### config.mk
export PLATFORM = sky130hd
export DESIGN_NAME = mf3x3_median
export DESIGN_NICKNAME = d
export VERILOG_FILES = /design/src/sv/assert_macros.svh /design/src/sv/mf3x3_pkg.sv /design/src/sv/mf3x3_median.sv
export SDC_FILE = /design/constraint.sdc
export NUM_CORES = 1
export LEC_CHECK = 0
export BUFFER_PORTS_ARGS = -buffer_cell sky130_fd_sc_hd__buf_2
export CORE_MARGIN = 5
export CORE_UTILIZATION = 45
export CTS_CLUSTER_DIAMETER = 100
export DETAILED_ROUTE_END_ITERATION = 12
export SETUP_SLACK_MARGIN = 0.1
export SYNTH_ARGS = -nofsm -noshare
export SYNTH_HDL_FRONTEND = slang
export SYNTH_SLANG_ARGS = --single-unit
### constraint.sdc
create_clock -name i_clk -period 7.6 [get_ports i_clk]
set_input_delay 0.38 -clock i_clk [delete_from_list [all_inputs] [get_ports i_clk]]
set_output_delay 0.38 -clock i_clk [all_outputs]
set_load 0.02 [all_outputs]
### src/sv/assert_macros.svh
// Assertion helpers shared by the RTL.
`ifndef ASSERT_MACROS_SVH
`define ASSERT_MACROS_SVH

// Same-cycle implication, checked outside reset.
`define ASSERT_IMPL(label, clk, rst_n, ante, cons) \
    label: assert property (@(posedge clk) disable iff (!(rst_n)) (ante) |-> (cons)) \
        else $error("assertion failed");

// Next-cycle implication, checked outside reset.
`define ASSERT_NEXT(label, clk, rst_n, ante, cons) \
    label: assert property (@(posedge clk) disable iff (!(rst_n)) (ante) |=> (cons)) \
        else $error("assertion failed");

`endif

### src/sv/mf3x3_pkg.sv
package mf3x3_pkg;

    // default sizes
    localparam int MAX_WIDTH_DEF  = 1024;
    localparam int PIXEL_BITS_DEF = 8;

    // config port
    localparam int CFG_BITS       = 12;
    localparam int CFG_INDEX_BITS = 1;
    localparam logic [CFG_INDEX_BITS-1:0] CFG_IMAGE_WIDTH  = 1'b0;
    localparam logic [CFG_INDEX_BITS-1:0] CFG_IMAGE_HEIGHT = 1'b1;

    localparam int WIDTH_REG_BITS  = 11;
    localparam int HEIGHT_REG_BITS = 12;
    localparam int WIDTH_RESET     = 640;
    localparam int HEIGHT_RESET    = 480;

    // result tag fields
    localparam int ROW_BITS     = 12;
    localparam int COL_OUT_BITS = 10;

    // results a pixel can cause, in emit order; bit 0 = right edge, bit 1 = lower row
    localparam int NUM_RES       = 4;
    localparam int RES_UP_MID    = 0;
    localparam int RES_UP_RIGHT  = 1;
    localparam int RES_LOW_MID   = 2;
    localparam int RES_LOW_RIGHT = 3;

    typedef struct packed {
        logic [ROW_BITS-1:0]     row;
        logic [COL_OUT_BITS-1:0] column;
        logic                    last;
    } t_tag;

endpackage

### src/sv/mf3x3_median.sv
// 3-stage median-of-9: sort rows, combine, final median of three.
module mf3x3_median #(
    parameter int PIXEL_BITS = mf3x3_pkg::PIXEL_BITS_DEF
) (
    input  logic                         i_clk,
    input  logic                         i_rst_n,
    input  logic                         i_valid,
    output logic                         o_ready,
    input  logic [8:0][PIXEL_BITS-1:0]   i_pix,
    input  mf3x3_pkg::t_tag              i_tag,
    output logic                         o_valid,
    input  logic                         i_ready,
    output logic [PIXEL_BITS-1:0]        o_median,
    output mf3x3_pkg::t_tag              o_tag
);

    typedef logic [PIXEL_BITS-1:0]       t_pix;
    typedef logic [2:0][PIXEL_BITS-1:0]  t_tri;

    function automatic t_tri sort3(input t_pix a, input t_pix b, input t_pix c);
        t_pix l1, h1, t, lo, md, hi;
        l1 = (a < b) ? a : b;
        h1 = (a < b) ? b : a;
        lo = (l1 < c) ? l1 : c;
        t  = (l1 < c) ? c : l1;
        md = (t < h1) ? t : h1;
        hi = (t < h1) ? h1 : t;
        return {hi, md, lo};
    endfunction

    logic        r_a_valid, r_b_valid, r_c_valid;
    t_tri        r_a [3];
    t_tri        n_a [3];
    t_pix        r_b_lo, r_b_md, r_b_hi;
    t_pix        n_b_lo, n_b_md, n_b_hi;
    t_tri        b_mids, c_sorted;
    t_pix        r_med;
    mf3x3_pkg::t_tag r_a_tag, r_b_tag, r_c_tag;
    logic        c_rdy, b_rdy;

    assign c_rdy   = !r_c_valid || i_ready;
    assign b_rdy   = !r_b_valid || c_rdy;
    assign o_ready = !r_a_valid || b_rdy;

    always_comb begin
        for (int i = 0; i < 3; i++) begin
            n_a[i] = sort3(i_pix[3*i], i_pix[3*i+1], i_pix[3*i+2]);
        end
    end

    // max of row minima, median of row medians, min of row maxima
    always_comb begin
        n_b_lo = r_a[0][0];
        n_b_hi = r_a[0][2];
        for (int i = 1; i < 3; i++) begin
            if (r_a[i][0] > n_b_lo) begin
                n_b_lo = r_a[i][0];
            end
            if (r_a[i][2] < n_b_hi) begin
                n_b_hi = r_a[i][2];
            end
        end
        b_mids = sort3(r_a[0][1], r_a[1][1], r_a[2][1]);
        n_b_md = b_mids[1];
    end

    assign c_sorted = sort3(r_b_lo, r_b_md, r_b_hi);

    always_ff @(posedge i_clk) begin
        if (!i_rst_n) begin
            r_a_valid <= 1'b0;
            r_b_valid <= 1'b0;
            r_c_valid <= 1'b0;
        end else begin
            if (o_ready) begin
                r_a_valid <= i_valid;
            end
            if (b_rdy) begin
                r_b_valid <= r_a_valid;
            end
            if (c_rdy) begin
                r_c_valid <= r_b_valid;
            end
        end
    end

    always_ff @(posedge i_clk) begin
        if (o_ready && i_valid) begin
            r_a     <= n_a;
            r_a_tag <= i_tag;
        end
        if (b_rdy && r_a_valid) begin
            r_b_lo  <= n_b_lo;
            r_b_md  <= n_b_md;
            r_b_hi  <= n_b_hi;
            r_b_tag <= r_a_tag;
        end
        if (c_rdy && r_b_valid) begin
            r_med   <= c_sorted[1];
            r_c_tag <= r_b_tag;
        end
    end

    assign o_valid  = r_c_valid;
    assign o_median = r_med;
    assign o_tag    = r_c_tag;

endmodule

==> qor.csv, run 1 <==
stage;metric;value;unit
critical_path;CP Capture Type;flip-flop;
placed_design;detailed placement HPWL;21700;um
die;Initial Utilization;45.5;%
synth;Async SR Flop Fraction;0;%
synth;Main synth FF type;edfxtp_1;
cells_and_area;Synth-to-Final Area Change;14.6;%
critical_path;Crit Path Category;reg -> reg;
sta;Tcrit/Tclk final;87.0;%
critical_path;WP data required;7.83;ns
route;Routed WL per cell;16.9;um
cells_and_area;ANT cells;0;
synth;Ys Warns;0;
status;status;finished clean;
critical_path;Crit-path slowest cell;edfxtp_1;
power;PwrDens;387;nW/um2
critical_path;highest fanout seen on the critical path;13;
grt;largest net degree at the start of global routing;77;
sta;FMAX;151;MHz
sta;hold slack final;0.114;ns
cts;CTS buffer count;17;
synth;Distinct cells, synth;66;
cts;Reg clk slew, reported paths;0.08;ns
die;Core ar.;26000;um2
power;VDD IR max;0.329;mV
synth;synthesis-stage register bit count;176;
placed_design;PortBufs;131;
cts;H-tree depth;4;
sta;Least-Margin Pin Slew;1.11;ns
route;DRT Pass-1 Iters;5;
die;# IOs;132;
cts;postcts setup bufs;0;
critical_path;Worst path max stage delay;0.47;ns
cells_and_area;multi-input logic area;5970;um2
sta;Fin. Hold Viols;0;
synth;post-synthesis sequential area ratio;44.5;%
critical_path;CP startpoint kind;flip-flop;
power;Pleak;6.17;nW
route;drt total wl;27000;um
die;FP Rows;59;
grt;first-pass GRT wire length;42200;um
sta;RSZ-0062 raised after global routing;no;
cells_and_area;layout cell share with drive strength beyond 1;16.5;%
die;die span in x;172;um
synth;Mapped Nets;1357;
min_path;Tightest Hold Check Type;in -> reg;
synth;Post-synth EDFFs;173;
sta;Final Skew;0.0122;ns
cells_and_area;commonest non-fill, non-tap cells in the layout;edfxtp_1, ha_1, inv_1, buf_2, mux2i_1;
sta;Slew headroom;25.7;%
grt;Overflow after GRT;0;
sta;fin. max-slew vios;0;
cells_and_area;most common cell after layout, fill and taps aside;edfxtp_1;
cts;maximum buffer depth of the clock tree;2;
cts;Resized cells post-CTS;0;
route;1st-iter DRT viols;554;
route;Antenna Violating Nets Remaining;0;
cts;Clock Sinks;176;
cells_and_area;Reg area;5260;um2
cells_and_area;number of fillers in the final layout;2348;
run;Max-Cap Viols;0;
die;die area;29600;um2
cells_and_area;# nets final;1482;
sta;post-route minimum period;6.61;ns
synth;Mapped Area;11800;um2
grt;All-Layer GR Usage;18.1;%
grt;vias in the first global route;8204;
synth;Cells after Synth;1123;
critical_path;CP arrival;6.84;ns
critical_path;CP dominant cell by count;a21o_1;
die;die height;172;um
sta;setup TNS;0;ns
route;via count;8668;
placed_design;Placer Congestion;0.906;
cts;clk_lat worst skew;0.44;ns
synth;synthesized area per cell;10.5;um2
cts;Clock Tree Root;clkbuf_16;
cts;CTS tree;yes;
route;vias per cell;5.43;
route;drt drc;0;
grt;initial antenna violation count;0;
cts;hold_buf cts;0;
sta;setup violators final;0;
metal layers:
layer  track usage (%)  share of wire (%)
met1              25.1                 47
met4              5.37                1.9
met3              2.58                3.6
met2              29.8                 48
met5                 0                  0
through the flow:
step | std cells | power (mW) | utilization (%) | instance area (um2) | setup WS (ns)
2_1_floorplan | 1123 | 3.67 | - | 11800 | 1.51
3_3_place_gp | 1564 | 4.27 | 49.6 | 12900 | 0.952
3_5_place_dp | 1564 | 4.32 | 49.6 | 12900 | 0.778
4_1_cts | 1596 | 5.26 | 52.1 | 13500 | 1.14
5_1_grt | 1596 | 5.66 | 52.1 | 13500 | 0.482
6_report | 1596 | 5.24 | 52.1 | 13500 | 0.992
state kept, by name, indices dropped and copies added (netlist names), 8 cells and up:
register  flops
r_b_lo        8
r_b_tag      23
o_tag        23
r_b_hi        8
o_median      8
r_a          72
r_b_md        8
r_a_tag      23
power breakdown:
group	total [mW]	internal, mW	switching (mW)	leakage, nW
clock	0.916	0.462	0.454	0.309
sequential	1.52	1.39	0.126	1.68
combinational	2.81	1.19	1.62	4.18
total	5.24	3.04	2.20	6.17
cell families after synthesis:
kind of cell / Yosys count / synth area share [%]
buffers and inverters: 170 / 5.55
AOI/OAI and AO/OA: 284 / 15.3
DFF: 176 / 44.5
adders and majority gates: 135 / 14.3
and+or+nand+nor: 224 / 8.77
muxes: 134 / 11.6
worst paths after layout:
path / from / end / slack (ns) / depth (start not counted)
max reg2reg: r_a[57] / r_b_md[2] / 0.99 / 25
min reg2reg: r_b_tag[1] / o_tag[1] / 0.41 / 0
max: r_a[57] / r_b_md[2] / 0.99 / 25
min: i_tag[19] / r_a_tag[19] / 0.11 / 1
area by class of cell:
class                           instances  area share, %
Timing Repair Buffer                  142           5.45
Clock inverter                         15           1.63
Inverter                              134           3.72
Sequential cell                       176           38.8
Clock buffer                           17           3.14
Tap cell                              335           3.10
Multi-Input combinational cell        777           44.1
cell usage after synthesis (17+ instances only):
master	number	share of area, %
o21ai_1	19	0.80
mux2_2	17	1.6
nor2_1	82	2.6
a21oi_1	106	4.5
mux2i_1	113	9.6
nand3_1	19	0.80
edfxtp_1	173	44
ha_1	135	14
a21o_1	30	1.9
clkbuf_1	21	0.67
nand2_1	61	1.9
inv_1	134	4.3
o21ai_0	47	2.0
worst max-delay path, delay by kind of cell (launching register included):
family / cells / cell delay [ns]
buffers and inverters: 1 / 0.07
and+or+nand+nor: 3 / 0.59
DFF: 1 / 0.47
AOI/OAI and AO/OA: 16 / 3.64
muxes: 2 / 0.63
adders and majority gates: 3 / 0.96
No activity file was read; power rests on OpenSTA's default activity.
==> run 2: changes to the inputs <==
==> constraint.sdc (replaced) <==
create_clock -name i_clk -period 7 [get_ports i_clk]
set_input_delay 0.35 -clock i_clk [delete_from_list [all_inputs] [get_ports i_clk]]
set_output_delay 0.35 -clock i_clk [all_outputs]
set_load 0.02 [all_outputs]
==> qor.csv, run 2 (synthesized netlist as in run 1, its figures left out) <==
stage;metric;value;unit;change
cells_and_area;Finished Core Util;52.3;%;was 52.1%
cts;CTS buffer count;17;;unchanged
cells_and_area;ANT cells;0;;unchanged
grt;Overflow after GRT;0;;unchanged
grt;vias in the first global route;8053;;was 8204
critical_path;CP Capture Type;flip-flop;;unchanged
grt;layer with the highest usage;met2;;unchanged
die;die area;29600;um2;unchanged
run;Max-Cap Viols;0;;unchanged
route;vias per cell;5.31;;was 5.43
route;1st-iter DRT viols;485;;was 554
critical_path;highest fanout seen on the critical path;18;;was 13
placed_design;Placer Congestion;0.897;;was 0.906
critical_path;CP startpoint kind;flip-flop;;unchanged
cells_and_area;commonest non-fill, non-tap cells in the layout;edfxtp_1, ha_1, inv_1, buf_2, mux2i_1;;unchanged
die;die height;172;um;unchanged
sta;hold slack final;0.0812;ns;was 0.114 ns
cts;maximum buffer depth of the clock tree;2;;unchanged
die;Core ar.;26000;um2;unchanged
route;drt drc;0;;unchanged
cells_and_area;Synth-to-Final Area Change;15.1;%;was 14.6%
critical_path;Crit Path Category;reg -> reg;;unchanged
cts;Clock Tree Root;clkbuf_16;;unchanged
sta;setup TNS;0;ns;unchanged
cts;CTS tree;yes;;unchanged
cells_and_area;most common cell after layout, fill and taps aside;edfxtp_1;;unchanged
power;VDD IR max;0.321;mV;was 0.329 mV
sta;FMAX;156;MHz;was 151 MHz
grt;met1 usage;24.5;%;was 25.1%
min_path;Tightest Hold Check Type;in -> reg;;unchanged
power;Pleak;6.20;nW;was 6.17 nW
placed_design;detailed placement HPWL;21300;um;was 21700 um
grt;met3 GRT Util;2.22;%;was 2.58%
cells_and_area;Biggest register;r_a;;unchanged
min_path;Worst Hold End;r_a_tag[21];;was r_a_tag[19]
cells_and_area;layout cell share with drive strength beyond 1;17.1;%;was 16.5%
sta;setup violators final;0;;unchanged
power;PwrDens;419;nW/um2;was 387 nW/um2
critical_path;worst r2r dst;o_median[0];;was r_b_md[2]
status;status;finished clean;;unchanged
die;die span in x;172;um;unchanged
placed_design;worst slack, placed;0.217;ns;was 0.778 ns
grt;first-pass GRT wire length;41200;um;was 42200 um
critical_path;Worst path max stage delay;0.64;ns;was 0.47 ns
cts;H-tree depth;4;;unchanged
critical_path;critical path's top delay family;compound AO/OA/AOI/OAI gates;;unchanged
sta;Tcrit/Tclk final;91.5;%;was 87.0%
die;Initial Utilization;45.5;%;unchanged
cts;clk_lat worst skew;0.44;ns;about the same
grt;initial antenna violation count;0;;unchanged
sta;Slew headroom;23.1;%;was 25.7%
min_path;HP Start;i_tag[21];;was i_tag[19]
sta;Fin. Hold Viols;0;;unchanged
sta;Setup WS post-layout;0.593;ns;was 0.992 ns
route;via count;8509;;was 8668
power;Final Power;5.69;mW;was 5.24 mW
critical_path;WP data required;7.19;ns;was 7.83 ns
sta;Least-Margin Pin Slew;1.15;ns;was 1.11 ns
critical_path;reg2reg path depth;20;;was 25
cells_and_area;# nets final;1487;;was 1482
route;DRT Pass-1 Iters;5;;unchanged
grt;All-Layer GR Usage;17.6;%;was 18.1%
critical_path;r2r setup slk;0.59;ns;was 0.99 ns
min_path;hold path depth;1;;unchanged
critical_path;CP arrival;6.59;ns;was 6.84 ns
placed_design;PortBufs;131;;unchanged
route;Antenna Violating Nets Remaining;0;;unchanged
critical_path;Buf+Inv Stages, Crit Path;0;;was 1
critical_path;Crit-path slowest cell;a221oi_4;;was edfxtp_1
sta;fin. max-slew vios;0;;unchanged
die;FP Rows;59;;unchanged
cts;Clock Sinks;176;;unchanged
grt;largest net degree at the start of global routing;83;;was 77
cts;Reg clk slew, reported paths;0.08;ns;about the same
sta;post-route minimum period;6.41;ns;was 6.61 ns
sta;RSZ-0062 raised after global routing;no;;unchanged
die;# IOs;132;;unchanged
route;Routed WL per cell;16.3;um;was 16.9 um
critical_path;r2r startpoint;r_b_lo[7];;was r_a[57]
critical_path;critical-path cell list;ha_1, nand4_1, o31ai_4, mux2_2, ha_1, a21o_1, a21o_1, a21oi_1, and2_1, a221oi_4, o21ai_1, ha_1, a21o_1, a21oi_1, o21ai_0, a2111oi_0, a21boi_2, nor2_2, mux2_4, o221a_1;;
cells_and_area;max reg flops;72;;unchanged
route;drt total wl;26100;um;was 27000 um
sta;Final Skew;0.0139;ns;was 0.0122 ns
grt;GR Util met2;29.7;%;was 29.8%
[run 2: cell types whose count changed in the layout (fill, tap and decap cells not counted), sizes merged]
cell	previous run	this run
buf	142	147
[run 2: metal layers]
| metal | wire length [um] | up-vias |
|---|---|---|
| li1 | - | 4393 |
| met1 | 12400 | 3956 |
| met2 | 12500 | 145 |
| met3 | 917 | 15 |
| met4 | 234 | 0 |
| met5 | 0 | - |
[run 2: how the worst max path moves through the flow]
stage	start	end	slack [ns]	depth (start not counted)
floorplan	r_a_valid	r_a[0]	0.91	1
global placement	r_a[56]	r_b_md[3]	0.26	25
detailed placement	r_a[56]	r_b_md[1]	0.22	25
CTS	r_a[56]	r_b_md[1]	0.19	25
global route	r_b_lo[7]	o_median[0]	0.13	20
finish	r_b_lo[7]	o_median[0]	0.59	20
[run 2: repair_timing]
action                                  CTS  global route
resized for setup                         0             4
hold buffers                              0             0
endpoints found under the setup margin    0             9
buffers inserted                          0             0
[run 2: area by class of cell]
type                            instances  area (um2)
Tap cell                              335         419
Sequential cell                       176        5260
Timing Repair Buffer                  147         788
Clock inverter                         15         216
Clock buffer                           17         425
Fill cell                            2367       12400
Inverter                              134         503
Multi-Input combinational cell        777        5990
[run 2: power breakdown]
part	switching, mW	internal [mW]	total [mW]	leakage [nW]
combinational	1.75	1.31	3.06	4.21
sequential	0.133	1.51	1.64	1.68
clock	0.485	0.500	0.985	0.307
total	2.37	3.33	5.69	6.20
[run 2: stage by stage]
step,cells,area (um2)
floorplan,1123,11800
global placement,1569,12900
detailed placement,1569,12900
CTS,1601,13600
global route,1601,13600
finish,1601,13600
